**src/hw/rtl/lcsnb_pkg.sv**
```systemverilog
// ----------------------------------------------------------------------------
// lcsnb_pkg
// Shared types, constants and helpers for the counting-sort engine with its
// built-in linear congruential generator.
// ----------------------------------------------------------------------------
package lcsnb_pkg;

    // Default number of value bits (bins = 2**VALUE_BITS)
    localparam int VALUE_BITS_DEF = 6;

    // Fixed field widths of the item channels
    localparam int OP_W      = 2;
    localparam int BIN_IDX_W = 6;
    localparam int OUT_VAL_W = 6;
    localparam int COUNT_W   = 4;

    // Generator
    localparam int          GEN_W   = 31;
    localparam logic [30:0] LCG_MUL = 31'd1103515245;
    localparam logic [30:0] LCG_ADD = 31'd12345;

    // Configuration port
    localparam int CFG_IDX_W  = 2;
    localparam int CFG_DATA_W = 16;
    localparam int SEED_IDX_W = 3;
    localparam int RANK_OFS_W = 10;
    localparam int SKIP_W     = 16;

    localparam logic [CFG_IDX_W-1:0] CFG_SEED_INDEX    = 2'd0;
    localparam logic [CFG_IDX_W-1:0] CFG_RANK_OFFSET   = 2'd1;
    localparam logic [CFG_IDX_W-1:0] CFG_SKIP_INTERVAL = 2'd2;

    // Operation codes of the input item
    typedef enum logic [OP_W-1:0] {
        OP_START = 2'd0,
        OP_GEN   = 2'd1,
        OP_READ  = 2'd2
    } t_op;

    // Generator control from the sequencer
    typedef struct packed {
        logic load;  // load a new seed
        logic mul;   // register state * multiplier
        logic add;   // state <= product + increment
    } t_lcg_ctrl;

    // Seed table; indices past the end saturate to the last seed
    function automatic logic [31:0] seed_lookup(input logic [SEED_IDX_W-1:0] idx);
        logic [31:0] s;
        unique case (idx)
            3'd0:    s = 32'h1234abcd;
            3'd1:    s = 32'h10203040;
            3'd2:    s = 32'h40e8c724;
            3'd3:    s = 32'h79cbba1d;
            default: s = 32'hac7bd459;
        endcase
        return s;
    endfunction

endpackage

```
**src/hw/rtl/lcsnb_in_if.sv**
```systemverilog
// ----------------------------------------------------------------------------
// lcsnb_in_if
// Input item channel: valid/ready handshake with operation and bin index.
// ----------------------------------------------------------------------------
interface lcsnb_in_if;
    import lcsnb_pkg::*;

    logic                 valid;
    logic                 ready;
    logic [OP_W-1:0]      operation;
    logic [BIN_IDX_W-1:0] bin_index;

    modport source (output valid, output operation, output bin_index, input ready);
    modport sink   (input valid, input operation, input bin_index, output ready);
endinterface

```
**src/hw/rtl/lcsnb_out_if.sv**
```systemverilog
// ----------------------------------------------------------------------------
// lcsnb_out_if
// Result item channel: valid/ready handshake with value, overflow and last.
// ----------------------------------------------------------------------------
interface lcsnb_out_if;
    import lcsnb_pkg::*;

    logic                 valid;
    logic                 ready;
    logic [OUT_VAL_W-1:0] value;
    logic                 overflow;
    logic                 last;

    modport source (output valid, output value, output overflow, output last, input ready);
    modport sink   (input valid, input value, input overflow, input last, output ready);
endinterface

```
**src/hw/rtl/lcsnb_bin_mem.sv**
```systemverilog
// ----------------------------------------------------------------------------
// lcsnb_bin_mem
// Bin count store: one write port, one read port, registered read data.
// ----------------------------------------------------------------------------
module lcsnb_bin_mem #(
    parameter int ADDR_W = lcsnb_pkg::VALUE_BITS_DEF
) (
    input  logic                         i_clk,
    input  logic                         i_rd_en,
    input  logic [ADDR_W-1:0]            i_rd_addr,
    output logic [lcsnb_pkg::COUNT_W-1:0] o_rd_data,
    input  logic                         i_wr_en,
    input  logic [ADDR_W-1:0]            i_wr_addr,
    input  logic [lcsnb_pkg::COUNT_W-1:0] i_wr_data
);
    import lcsnb_pkg::*;

    logic [COUNT_W-1:0] r_mem [2**ADDR_W];
    logic [COUNT_W-1:0] r_rd_data;

    // Write and registered read
    always_ff @(posedge i_clk) begin
        if (i_wr_en) begin
            r_mem[i_wr_addr] <= i_wr_data;
        end
        if (i_rd_en) begin
            r_rd_data <= r_mem[i_rd_addr];
        end
    end

    assign o_rd_data = r_rd_data;
endmodule

```
**src/hw/rtl/lcsnb_lcg.sv**
```systemverilog
// ----------------------------------------------------------------------------
// lcsnb_lcg
// 31-bit linear congruential generator, stepped by first multiplying
// into a product register, then adding the increment.
// ----------------------------------------------------------------------------
module lcsnb_lcg (
    input  logic                       i_clk,
    input  logic                       i_rst_n,
    input  lcsnb_pkg::t_lcg_ctrl       i_ctrl,
    input  logic [lcsnb_pkg::GEN_W-1:0] i_seed,
    output logic [lcsnb_pkg::GEN_W-1:0] o_state
);
    import lcsnb_pkg::*;

    logic [GEN_W-1:0] r_state;
    logic [GEN_W-1:0] r_prod;

    // Generator state: seed load or product plus increment, mod 2**31
    always_ff @(posedge i_clk) begin
        if (!i_rst_n) begin
            r_state <= '0;
        end else if (i_ctrl.load) begin
            r_state <= i_seed;
        end else if (i_ctrl.add) begin
            r_state <= r_prod + LCG_ADD;
        end
    end

    // Low 31 bits of the product
    always_ff @(posedge i_clk) begin
        if (i_ctrl.mul) begin
            r_prod <= r_state * LCG_MUL;
        end
    end

    assign o_state = r_state;
endmodule

```
**src/hw/rtl/lcg_counting_sort_nibble_bins.sv**
```systemverilog
// ----------------------------------------------------------------------------
// lcg_counting_sort_nibble_bins
// Counting-sort engine: 4-bit bins in a synchronous memory, fed by a
// built-in 31-bit linear congruential generator, read out with a skip filter.
// ----------------------------------------------------------------------------
// One item is worked on at a time; the input is ready only while the
// sequencer is idle, and results go through a one-item output register.
// A generate item runs through multiply, add, bin read and bin write with
// its result. A readout item reads the bin, then steps through each copy
// of the bin's value (at most 15), and does nothing when the skip interval
// is 0. A start item clears the bin memory one entry per cycle. The same
// clearing pass runs after reset over all 2**VALUE_BITS entries (64 at the
// default) before the first item is accepted. Configuration writes are
// taken in any cycle. Emitting a result waits while the output register
// is full and not being taken.
// ----------------------------------------------------------------------------
module lcg_counting_sort_nibble_bins #(
    parameter int VALUE_BITS = lcsnb_pkg::VALUE_BITS_DEF
) (
    input  logic                             i_clk,
    input  logic                             i_rst_n,
    lcsnb_in_if.sink                         i_in,
    lcsnb_out_if.source                      o_out,
    input  logic                             i_cfg_we,
    input  logic [lcsnb_pkg::CFG_IDX_W-1:0]  i_cfg_index,
    input  logic [lcsnb_pkg::CFG_DATA_W-1:0] i_cfg_data
);
    import lcsnb_pkg::*;

    localparam int ADDR_W = VALUE_BITS;

    typedef enum logic [2:0] {
        S_CLEAR,
        S_IDLE,
        S_GEN_ADD,
        S_GEN_RD,
        S_GEN_WR,
        S_RD_LOAD,
        S_RD_STEP
    } t_state;

    // Configuration registers
    logic [SEED_IDX_W-1:0] r_seed_index;
    logic [RANK_OFS_W-1:0] r_rank_offset;
    logic [SKIP_W-1:0]     r_skip_interval;

    // Sequencer state
    t_state                r_state, n_state;
    logic [ADDR_W-1:0]     r_clr_addr, n_clr_addr;
    logic [SKIP_W-1:0]     r_skip_cnt, n_skip_cnt;
    logic [COUNT_W-1:0]    r_left, n_left;
    logic                  r_pend, n_pend;
    logic [OUT_VAL_W-1:0]  r_bin, n_bin;

    // Output register
    logic                  r_out_valid, n_out_valid;
    logic [OUT_VAL_W-1:0]  r_out_value, n_out_value;
    logic                  r_out_ovf, n_out_ovf;
    logic                  r_out_last, n_out_last;

    // Datapath signals
    t_lcg_ctrl             lcg_ctrl;
    logic [GEN_W-1:0]      lcg_state;
    logic [GEN_W-1:0]      seed;
    logic [31:0]           seed_word;
    logic [GEN_W-1:0]      seed_sum;
    logic [SEED_IDX_W-1:0] seed_sel;
    logic                  mem_rd_en;
    logic [ADDR_W-1:0]     mem_rd_addr;
    logic [COUNT_W-1:0]    mem_rd_data;
    logic                  mem_wr_en;
    logic [ADDR_W-1:0]     mem_wr_addr;
    logic [COUNT_W-1:0]    mem_wr_data;
    logic [COUNT_W-1:0]    cnt_inc;
    logic [ADDR_W-1:0]     gen_bin;
    logic [ADDR_W-1:0]     rd_bin;
    logic [ADDR_W+BIN_IDX_W-1:0] rd_bin_ext;
    logic [ADDR_W+OUT_VAL_W-1:0] rd_val_ext;
    logic [ADDR_W+OUT_VAL_W-1:0] gen_val_ext;
    logic [SKIP_W-1:0]     skip_inc;
    logic [SKIP_W-1:0]     skip_next;
    logic                  slot_free;
    logic                  in_acc;

    // Bin store and generator
    lcsnb_bin_mem #(
        .ADDR_W (ADDR_W)
    ) u_bin_mem (
        .i_clk     (i_clk),
        .i_rd_en   (mem_rd_en),
        .i_rd_addr (mem_rd_addr),
        .o_rd_data (mem_rd_data),
        .i_wr_en   (mem_wr_en),
        .i_wr_addr (mem_wr_addr),
        .i_wr_data (mem_wr_data)
    );

    lcsnb_lcg u_lcg (
        .i_clk   (i_clk),
        .i_rst_n (i_rst_n),
        .i_ctrl  (lcg_ctrl),
        .i_seed  (seed),
        .o_state (lcg_state)
    );

    // Seed: table entry plus rank offset, low 31 bits, zero forced to one
    assign seed_sel  = (r_seed_index > SEED_IDX_W'(4)) ? SEED_IDX_W'(4) : r_seed_index;
    assign seed_word = seed_lookup(seed_sel);
    assign seed_sum  = seed_word[GEN_W-1:0] + GEN_W'(r_rank_offset);
    assign seed      = (seed_sum == '0) ? GEN_W'(1) : seed_sum;

    // Bin addresses and values
    assign gen_bin     = lcg_state[ADDR_W-1:0];
    assign gen_val_ext = {{OUT_VAL_W{1'b0}}, gen_bin};
    assign rd_bin_ext  = {{ADDR_W{1'b0}}, i_in.bin_index};
    assign rd_bin      = rd_bin_ext[ADDR_W-1:0];
    assign rd_val_ext  = {{OUT_VAL_W{1'b0}}, rd_bin};
    assign cnt_inc     = mem_rd_data + COUNT_W'(1);

    // Skip counter advance, wrapping at the interval
    assign skip_inc  = r_skip_cnt + SKIP_W'(1);
    assign skip_next = (skip_inc == r_skip_interval) ? '0 : skip_inc;

    assign slot_free = !r_out_valid || o_out.ready;
    assign in_acc    = i_in.valid && (r_state == S_IDLE);

    // Sequencer
    always_comb begin
        n_state     = r_state;
        n_clr_addr  = r_clr_addr;
        n_skip_cnt  = r_skip_cnt;
        n_left      = r_left;
        n_pend      = r_pend;
        n_bin       = r_bin;
        n_out_valid = r_out_valid && !o_out.ready;
        n_out_value = r_out_value;
        n_out_ovf   = r_out_ovf;
        n_out_last  = r_out_last;
        lcg_ctrl    = '0;
        mem_rd_en   = 1'b0;
        mem_rd_addr = rd_bin;
        mem_wr_en   = 1'b0;
        mem_wr_addr = r_clr_addr;
        mem_wr_data = '0;

        unique case (r_state)
            S_CLEAR: begin
                mem_wr_en  = 1'b1;
                n_clr_addr = r_clr_addr + ADDR_W'(1);
                if (r_clr_addr == {ADDR_W{1'b1}}) begin
                    n_state = S_IDLE;
                end
            end
            S_IDLE: begin
                if (in_acc) begin
                    unique case (i_in.operation)
                        OP_START: begin
                            lcg_ctrl.load = 1'b1;
                            n_skip_cnt    = '0;
                            n_clr_addr    = '0;
                            n_state       = S_CLEAR;
                        end
                        OP_GEN: begin
                            lcg_ctrl.mul = 1'b1;
                            n_state      = S_GEN_ADD;
                        end
                        OP_READ: begin
                            if (r_skip_interval != '0) begin
                                mem_rd_en = 1'b1;
                                n_bin     = rd_val_ext[OUT_VAL_W-1:0];
                                n_state   = S_RD_LOAD;
                            end
                        end
                        default: begin
                            // unused code: drop the item
                        end
                    endcase
                end
            end
            S_GEN_ADD: begin
                lcg_ctrl.add = 1'b1;
                n_state      = S_GEN_RD;
            end
            S_GEN_RD: begin
                mem_rd_en   = 1'b1;
                mem_rd_addr = gen_bin;
                n_state     = S_GEN_WR;
            end
            S_GEN_WR: begin
                // write back the count together with its result
                if (slot_free) begin
                    mem_wr_en   = 1'b1;
                    mem_wr_addr = gen_bin;
                    mem_wr_data = cnt_inc;
                    n_out_valid = 1'b1;
                    n_out_value = gen_val_ext[OUT_VAL_W-1:0];
                    n_out_ovf   = (cnt_inc == '0);
                    n_out_last  = 1'b1;
                    n_state     = S_IDLE;
                end
            end
            S_RD_LOAD: begin
                n_left  = mem_rd_data;
                n_pend  = 1'b0;
                n_state = S_RD_STEP;
            end
            S_RD_STEP: begin
                if (r_left == '0) begin
                    // flush the held emission as the final result
                    if (!r_pend) begin
                        n_state = S_IDLE;
                    end else if (slot_free) begin
                        n_out_valid = 1'b1;
                        n_out_value = r_bin;
                        n_out_ovf   = 1'b0;
                        n_out_last  = 1'b1;
                        n_pend      = 1'b0;
                        n_state     = S_IDLE;
                    end
                end else if (!(r_skip_cnt == '0 && r_pend && !slot_free)) begin
                    // advance one copy; push the held emission if a new one comes
                    if (r_skip_cnt == '0) begin
                        if (r_pend) begin
                            n_out_valid = 1'b1;
                            n_out_value = r_bin;
                            n_out_ovf   = 1'b0;
                            n_out_last  = 1'b0;
                        end
                        n_pend = 1'b1;
                    end
                    n_skip_cnt = skip_next;
                    n_left     = r_left - COUNT_W'(1);
                end
            end
            default: begin
                n_state = S_IDLE;
            end
        endcase
    end

    // Hold state and registered outputs
    always_ff @(posedge i_clk) begin
        if (!i_rst_n) begin
            r_state     <= S_CLEAR;
            r_clr_addr  <= '0;
            r_skip_cnt  <= '0;
            r_left      <= '0;
            r_pend      <= 1'b0;
            r_out_valid <= 1'b0;
        end else begin
            r_state     <= n_state;
            r_clr_addr  <= n_clr_addr;
            r_skip_cnt  <= n_skip_cnt;
            r_left      <= n_left;
            r_pend      <= n_pend;
            r_out_valid <= n_out_valid;
        end
    end

    // Payload registers
    always_ff @(posedge i_clk) begin
        r_bin       <= n_bin;
        r_out_value <= n_out_value;
        r_out_ovf   <= n_out_ovf;
        r_out_last  <= n_out_last;
    end

    // Configuration writes
    always_ff @(posedge i_clk) begin
        if (!i_rst_n) begin
            r_seed_index    <= '0;
            r_rank_offset   <= '0;
            r_skip_interval <= SKIP_W'(1);
        end else if (i_cfg_we) begin
            priority case (i_cfg_index)
                CFG_SEED_INDEX:    r_seed_index    <= i_cfg_data[SEED_IDX_W-1:0];
                CFG_RANK_OFFSET:   r_rank_offset   <= i_cfg_data[RANK_OFS_W-1:0];
                CFG_SKIP_INTERVAL: r_skip_interval <= i_cfg_data[SKIP_W-1:0];
                default: begin
                    // no register at this index
                end
            endcase
        end
    end

    // Channel ports
    assign i_in.ready     = (r_state == S_IDLE);
    assign o_out.valid    = r_out_valid;
    assign o_out.value    = r_out_value;
    assign o_out.overflow = r_out_ovf;
    assign o_out.last     = r_out_last;
endmodule

```
**src/flat_wrapper.sv**
```systemverilog
// flat-port wrapper written by rule: the top's interface ports become plain ports
module lcg_counting_sort_nibble_bins_flat import lcsnb_pkg::*;
#(
    parameter int VALUE_BITS = lcsnb_pkg::VALUE_BITS_DEF
)
  (i_clk, i_rst_n, i_cfg_we, i_cfg_index, i_cfg_data, i_in_valid, i_in_operation, i_in_bin_index, i_in_ready, o_out_valid, o_out_value, o_out_overflow, o_out_last, o_out_ready);
  lcsnb_in_if i_in_i ();
  lcsnb_out_if o_out_i ();
  input  logic i_clk;
  input  logic i_rst_n;
  input  logic i_cfg_we;
  input  logic [lcsnb_pkg::CFG_IDX_W-1:0] i_cfg_index;
  input  logic [lcsnb_pkg::CFG_DATA_W-1:0] i_cfg_data;
  input wire logic [$bits(i_in_i.valid)-1:0] i_in_valid;
  input wire logic [$bits(i_in_i.operation)-1:0] i_in_operation;
  input wire logic [$bits(i_in_i.bin_index)-1:0] i_in_bin_index;
  output wire logic [$bits(i_in_i.ready)-1:0] i_in_ready;
  output wire logic [$bits(o_out_i.valid)-1:0] o_out_valid;
  output wire logic [$bits(o_out_i.value)-1:0] o_out_value;
  output wire logic [$bits(o_out_i.overflow)-1:0] o_out_overflow;
  output wire logic [$bits(o_out_i.last)-1:0] o_out_last;
  input wire logic [$bits(o_out_i.ready)-1:0] o_out_ready;
  assign i_in_i.valid = i_in_valid;
  assign i_in_i.operation = i_in_operation;
  assign i_in_i.bin_index = i_in_bin_index;
  assign i_in_ready = i_in_i.ready;
  assign o_out_valid = o_out_i.valid;
  assign o_out_value = o_out_i.value;
  assign o_out_overflow = o_out_i.overflow;
  assign o_out_last = o_out_i.last;
  assign o_out_i.ready = o_out_ready;
  lcg_counting_sort_nibble_bins #(.VALUE_BITS(VALUE_BITS)) u_core (.i_clk(i_clk), .i_rst_n(i_rst_n), .i_in(i_in_i), .o_out(o_out_i), .i_cfg_we(i_cfg_we), .i_cfg_index(i_cfg_index), .i_cfg_data(i_cfg_data));
endmodule
```
**config.mk**
```make
export PLATFORM = sky130hd
export DESIGN_NAME = lcg_counting_sort_nibble_bins_flat
export DESIGN_NICKNAME = d
export VERILOG_FILES = /design/src/hw/rtl/lcsnb_pkg.sv /design/src/hw/rtl/lcsnb_in_if.sv /design/src/hw/rtl/lcsnb_out_if.sv /design/src/hw/rtl/lcsnb_bin_mem.sv /design/src/hw/rtl/lcsnb_lcg.sv /design/src/hw/rtl/lcg_counting_sort_nibble_bins.sv /design/src/flat_wrapper.sv
export SDC_FILE = /design/constraint.sdc
export NUM_CORES = 1
export LEC_CHECK = 0
export ABC_AREA = 0
export ABC_CLOCK_PERIOD_IN_PS = 3500
export BUFFER_PORTS_ARGS = -buffer_cell sky130_fd_sc_hd__buf_2
export CAP_MARGIN = 20
export CELL_PAD_IN_SITES_DETAIL_PLACEMENT = 1
export CELL_PAD_IN_SITES_GLOBAL_PLACEMENT = 2
export CORE_MARGIN = 2
export CORE_UTILIZATION = 43
export CTS_CLUSTER_SIZE = 16
export DETAILED_ROUTE_END_ITERATION = 10
export GPL_TIMING_DRIVEN = 1
export PLACE_DENSITY = 0.74
export SETUP_SLACK_MARGIN = 0.4
export SYNTH_ARGS = -nofsm -noshare
export SYNTH_HDL_FRONTEND = slang
export SYNTH_SLANG_ARGS = --single-unit
```
**constraint.sdc**
```tcl
create_clock -name i_clk -period 3.5 [get_ports i_clk]
set_clock_uncertainty 0.1 [all_clocks]
set_input_delay 0.35 -clock i_clk [delete_from_list [all_inputs] [get_ports i_clk]]
set_output_delay 0.35 -clock i_clk [all_outputs]
set_load 0.05 [all_outputs]
```
==> impl_metrics.yaml, run 1 <==
power:
  clockPowerShare_pct: 44.9
  seqPwrFrac_pct: 50.0
  p_sw_uw: 1930
  p_leak_uw: 0.00582
  p_int_uw: 6870
  irDropWorstVdd_mv: 0.441
  comb_power_share_pct: 5.1
  powerDensity_nw_per_um2: 492
  switching_share_pct: 22.0
yosys:
  synthesis.nets: 1253
  synth_warnings: 0
  synthFlopType: "edfxtp_1"
  synth.avg_cell_area_sq_um: 12.7
  synth_seq_cells: 342
  synth_cell_types: 69
  synth.most_common_cell: "edfxtp_1"
  synthTopCellsByArea: "edfxtp_1 55%, dfxtp_1 8.1%, mux4_2 6.0%, nand2_1 4.5%, nor2_1 3.1%"
  synth_top_cell_area_share_pct: 55.0
  ys_seq_area_share_pct: 63.1
  synth_area_sq_um: 15300
  synthCells: 1203
  synth-edff-count: 280
  synth_largest_area_cell: "edfxtp_1"
  ys_top_cells_by_count: "280 x edfxtp_1, 182 x nand2_1, 126 x nor2_1, 73 x a21oi_1, 62 x dfxtp_1"
  synthArstFlopShare_pct: 0
run:
  maxCapViolCount: 0
min_path:
  worstHoldStart: "i_rst_n"
  min_path_type: "in2reg"
die:
  die_y_um: 193
  start_util_pct: 43.3
  die-width_um: 193
  dieArea_sq_um: 37100
  rows: 69
  core_area_sq_um: 35300
  ioPinCount: 41
place:
  hpwl_mm: 27.5
  dp_slack_ns: 0.215
  gp_congestion: 0.833
  portBuffers: 40
final_layout:
  nFillCells: 3580
  nets: 1354
  multi_input_area_sq_um: 5340
  regArea_sq_um: 9650
  drive_gt1_share_pct: 18.0
  area_growth_pct: 17.0
  antenna_cells: 0
drt:
  first_pass_iters: 5
  vias_per_cell: 5.69
  drt-initial-drc-count: 655
  wire_per_inst_um: 23.4
  drc: 0
  wl_mm: 41.9
  ant_nets: 0
  vias: 10200
sta:
  slew_violations: 0
  fin_crit_ns: 2.98
  clock.fmax_mhz: 336
  period_share_pct: 85.0
  finalSetupViolations: 0
  hold_viol_final: 0
  finalSetupTns_ns: 0
  timing.final.ws_setup_ns: 0.523
  rsz0062_at_grt: "yes"
  tightest_slew_ns: 0.839
  max-slew-margin-rel_pct: 43.8
worst_setup_path:
  cp_max_fo: 12
  r2r_slack_ns: 0.52
  start_kind: "register"
  end_kind: "register"
  arrival_ns: 3.19
  cp-startpoint: "u_core.r_state[2]$_SDFFE_PN0P_"
  cp.required_ns: 3.72
  rr_startpoint: "u_core.r_state[2]$_SDFFE_PN0P_"
  critical_path_class: "reg2reg"
grt:
  grt_usage_pct: 23.4
  antenna_found_initial: 0
  grt_pass1_vias: 10600
  grt_max_degree: 65
  grt_pass1_wl_mm: 64.4
  gr-total-overflow: 0
clocking:
  cts_buffer_depth: 3
  cts_made_buffers: 38
  clk_pin_slew_ns: 0.06
  cts_root_buf: "clkbuf_16"
  clock_sinks: 342
  cts_tree: "built"
  clk_latency_ns: 0.57
  htreeDepth: 2
status:
  status: "complete, no violations"
## layout by cell type, fill, tap and decap left out, drive strengths merged, types with 14 or more instances in the layout
cell type and n:
edfxtp 280, nand2 184, nor2 126, buf 102
a21oi 73, dfxtp 62, clkbuf 50, mux4 41
o21ai 33, xnor2 27, nand3 27, mux2i 27
dlygate4sd3 23, a31oi 22, inv 22, xor2 19
ha 18, and2 16, a22oi 14, a211oi 14
a2111oi 14
## cell families after synthesis
| logic type | count (synthesis) | share of synthesized area, % |
|---|---|---|
| AOI/OAI and AO/OA | 205 | 8.58 |
| muxes | 75 | 8.40 |
| xor gates and xnor gates | 46 | 2.63 |
| and+or+nand+nor | 430 | 12.8 |
| DFF | 342 | 63.1 |
| buffers and inverters | 84 | 2.73 |
| adders and majority gates | 21 | 1.73 |
## final timing paths
check                                            endpoint  cells after the start
hold reg to reg   u_core.r_skip_interval[10]$_SDFFE_PN0P_                      2
setup reg to reg  u_core.u_bin_mem.o_rd_data[0]$_DFFE_PP_                      9
setup / recovery  u_core.u_bin_mem.o_rd_data[0]$_DFFE_PP_                      9
hold / removal       u_core.u_lcg.o_state[5]$_SDFFE_PN0P_                      3
## registers in the layout, summed over array words and instances (netlist names), 3 cells and up
| signal | cells |
|---|---|
| u_core.u_bin_mem.r_mem | 256 |
| u_core.u_lcg.r_prod | 6 |
| u_core.r_seed_index | 3 |
| u_core.r_state | 3 |
| u_core.r_rank_offset | 6 |
| u_core.u_bin_mem.o_rd_data | 4 |
| u_core.r_skip_cnt | 16 |
| u_core.r_bin | 6 |
| u_core.r_clr_addr | 6 |
| u_core.r_left | 4 |
| u_core.o_out.value | 6 |
| u_core.r_skip_interval | 16 |
| u_core.u_lcg.o_state | 6 |
## power groups by stage
stage / clock (uW) / combinational, uW / sequential [uW]
floorplan: 0 / 261 / 4470
global placement: 0 / 404 / 4490
detailed placement: 0 / 411 / 4490
CTS: 4050 / 448 / 4400
global route: 4190 / 490 / 4400
finish: 3950 / 452 / 4400
## final cells by class
cell class	instances	share of cell area, %
Clock buffer	50	5.74
Clock inverter	19	1.16
Inverter	19	0.399
Multi-Input combinational cell	777	29.9
Sequential cell	342	53.9
Tap cell	461	3.22
Timing Repair Buffer	126	5.65
## stage by stage
| step | utilization, % | cell area, sq um | std cells | hold slack [ns] | total power, uW |
|---|---|---|---|---|---|
| 2_1_floorplan | - | 15300 | 1203 | 0.322 | 4740 |
| 3_3_place_gp | 45.9 | 16200 | 1688 | 0.389 | 4890 |
| 3_5_place_dp | 45.9 | 16200 | 1688 | 0.397 | 4900 |
| 4_1_cts | 50.4 | 17800 | 1789 | 0.0376 | 8900 |
| 5_1_grt | 50.7 | 17900 | 1794 | 0.0558 | 9080 |
| 6_report | 50.7 | 17900 | 1794 | 0.0508 | 8800 |
## per-layer routing
layer / vias to the layer above / global-route usage [%] / routed length [um]
li1: 4699 / - / -
met1: 5207 / 30.7 / 18200
met2: 236 / 40.0 / 21000
met3: 70 / 3.15 / 1650
met4: 0 / 8.16 / 1080
met5: - / 0 / 0
## worst max-delay path, stage by stage, from the launching register on
cell,delay (ns)
dfxtp_1,0.33
nand3b_4,0.18
buf_6,0.17
mux2_2,0.46
nand3_1,0.49
a21oi_1,0.10
a2111oi_0,0.55
a21oi_1,0.18
nand2_1,0.11
a21oi_1,0.05
## timing repair
item | CTS | global route
pin swaps | 0 | 1
cloned | 1 | 0
endpoints found under the hold margin | 29 | 0
setup endpoints to repair | 7 | 216
resized for setup | 5 | 21
hold buffers | 23 | 0
buffers inserted | 8 | 4
No activity file was read; power rests on OpenSTA's default activity.
==> run 2, diff against run 1 <==
- SYNTH_HIERARCHICAL: not set -> 1
==> run 2 against run 1 <==
Effect of this change:
- die area increased by 0.62%
- critical endpoint is now u_core/u_bin_mem/o_rd_data[2]$_DFFE_PP_
- worst setup slack gained 0.037 ns
- non-clock buffer count shrank 20
- register-to-register slack improved by 0.04 ns
- hold slack got worse by 0.017 ns
- wire length shrank 9.9%
- global-route usage fell by 2.8 points
- largest cell class unchanged
==> impl_metrics.yaml, run 2 <==
status:
  status: "complete, no violations"
min_path:
  min_path_cells: 3
  min_path_type: "in2reg"
drt:
  drt-initial-drc-count: 557
  vias_per_cell: 5.59
  wl_mm: 37.8
  drc: 0
  dr_wl_met2_mm: 19.1
  vias: 9279
  ant_nets: 0
  wl_met3_mm: 1.29
  first_pass_iters: 5
  wire_per_inst_um: 22.8
  wl_met1_mm: 16.6
  top_layer: "met4"
worst_setup_path:
  crit_cells: 9
  r2r_cells: 9
  path_buf_inv: 2
  critical_path_class: "reg2reg"
  worstPathCellList: "inv_1 > nor2_2 > nand2_2 > mux2_4 > buf_12 > mux4_1 > o32ai_1 > a211oi_1 > a221o_1"
  cp.required_ns: 3.69
  cp_max_fo: 6
  start_kind: "register"
  end_kind: "register"
  arrival_ns: 3.13
  crit_family: "multiplexers"
  cp_slowest_cell: "mux4_1"
  slowest_delay_ns: 0.46
yosys:
  synthesis.nets: 1144
  synth_area_sq_um: 15400
  synth.avg_cell_area_sq_um: 14.1
  synthCells: 1089
  synth_warnings: 6
die:
  dieArea_sq_um: 37300
  rows: 69
  die-width_um: 193
  die_y_um: 193
  ioPinCount: 41
  core_area_sq_um: 35400
  start_util_pct: 43.5
power:
  irDropWorstVdd_mv: 0.454
  powerDensity_nw_per_um2: 497
  switching_share_pct: 21.5
  comb_power_share_pct: 4.3
  p_leak_uw: 0.00540
  p_sw_uw: 1890
  p_int_uw: 6910
  clockPowerShare_pct: 45.8
  seqPwrFrac_pct: 49.9
place:
  hpwl_mm: 25.6
  portBuffers: 40
  gp_congestion: 0.785
final_layout:
  top_register: "u_core/u_bin_mem/r_mem"
  nets: 1223
  largest_reg_flops: 256
  area_growth_pct: 14.9
  drive_gt1_share_pct: 18.8
  final_common_cell: "edfxtp_1"
  nFillCells: 3513
  top_regs: "u_core/u_bin_mem/r_mem (256), u_core/r_skip_cnt (16), u_core/r_skip_interval (16)"
  final_core_util_pct: 50.0
  final_cell_mix: "280 x edfxtp_1, 97 x nor2_1, 92 x nand2_1, 62 x dfxtp_1, 44 x mux4_2"
sta:
  finalSetupTns_ns: 0
  period_share_pct: 84.0
  tightest_slew_ns: 0.765
  slew_violations: 0
  finalSetupViolations: 0
  hold_viol_final: 0
  fin_crit_ns: 2.94
  max-slew-margin-rel_pct: 48.9
  clock.fmax_mhz: 340
  rsz0062_at_grt: "yes"
clocking:
  cts_root_buf: "clkbuf_16"
  clock_sinks: 342
  cts_made_buffers: 39
  cts_tree: "built"
  clk_latency_ns: 0.54
  cts_buffer_depth: 3
  htreeDepth: 2
  clk_pin_slew_ns: 0.06
grt:
  antenna_found_initial: 1
  grt_pass1_wl_mm: 57.9
  gr-total-overflow: 0
  grt_max_degree: 65
  grt_usage_pct: 20.7
  grt_pass1_vias: 9665
run:
  maxCapViolCount: 0
==> run 2: cell count changes in the layout (fill, tap and decap cells not counted), moves of 8 or more <==
cell      previous run  this run
a21boi_0             2        16
a21oi_1             73        23
a22oi_1             14        22
a31oi_1             22         5
and2_1              16         7
buf_4               54        41
clkbuf_1             9         1
mux4_1               0        21
nand2_1            179        92
nor2_1             118        97
nor2b_1              3        29
o21ai_0             33        22
o31ai_1              1        10
==> run 2: through the flow <==
step	cell area [sq um]	hold slack [ns]	setup slack, ns	power (uW)	std cells
floorplan	15400	0.349	0.120	4720	1089
global placement	16100	0.387	0.367	4830	1563
detailed placement	16100	0.397	0.310	4840	1563
CTS	17600	0.0140	0.401	8900	1658
global route	17700	0.0410	0.365	9080	1659
finish	17700	0.0334	0.560	8800	1660
==> run 2: worst paths after layout <==
check | start | end | slack [ns]
min reg2reg | u_core/r_skip_interval[1]$_SDFFE_PN0P_ | u_core/r_skip_interval[1]$_SDFFE_PN0P_ | 0.40
min | i_cfg_data[2] | u_core/r_seed_index[2]$_SDFFE_PN0P_ | 0.03
max | u_core/r_state[0]$_SDFFE_PN0P_ | u_core/u_bin_mem/o_rd_data[2]$_DFFE_PP_ | 0.56
max reg2reg | u_core/r_state[0]$_SDFFE_PN0P_ | u_core/u_bin_mem/o_rd_data[2]$_DFFE_PP_ | 0.56
==> run 2: layout make-up <==
cell class / count / area, sq um / share of cell area [%]
Antenna cell: 1 / 2.50 / 0.0141
Clock buffer: 41 / 993 / 5.62
Clock inverter: 30 / 282 / 1.59
Inverter: 26 / 97.6 / 0.552
Multi-Input combinational cell: 653 / 5290 / 29.9
Sequential cell: 342 / 9650 / 54.5
Tap cell: 461 / 577 / 3.26
Timing Repair Buffer: 106 / 800 / 4.52
==> run 2: routing by layer <==
metal / global-route usage [%] / up-vias
met5: 0 / -
met4: 5.30 / 0
met3: 3.04 / 48
met2: 35.9 / 178
met1: 27.2 / 4759
li1: - / 4294
==> run 2: what timing repair did <==
action                                  4_1_cts  5_1_grt
pin swaps                                     0        1
gates cloned                                  0        0
hold buffers                                 20        0
resized for setup                             0       10
hold endpoints to repair                     22        0
endpoints found under the setup margin        4       59
buffers inserted                              4        1
==> run 2: power by group through the flow <==
stage / clock (uW) / sequential, uW / combinational [uW]
floorplan: 0 / 4470 / 252
global placement: 0 / 4480 / 350
detailed placement: 0 / 4480 / 355
CTS: 4130 / 4390 / 380
global route: 4280 / 4400 / 409
finish: 4030 / 4390 / 378
==> run 2: worst min-delay path, cell delays in order <==
cell	delay, ns
buf_2	0.12
a21oi_1	0.07
nor2b_1	0.09
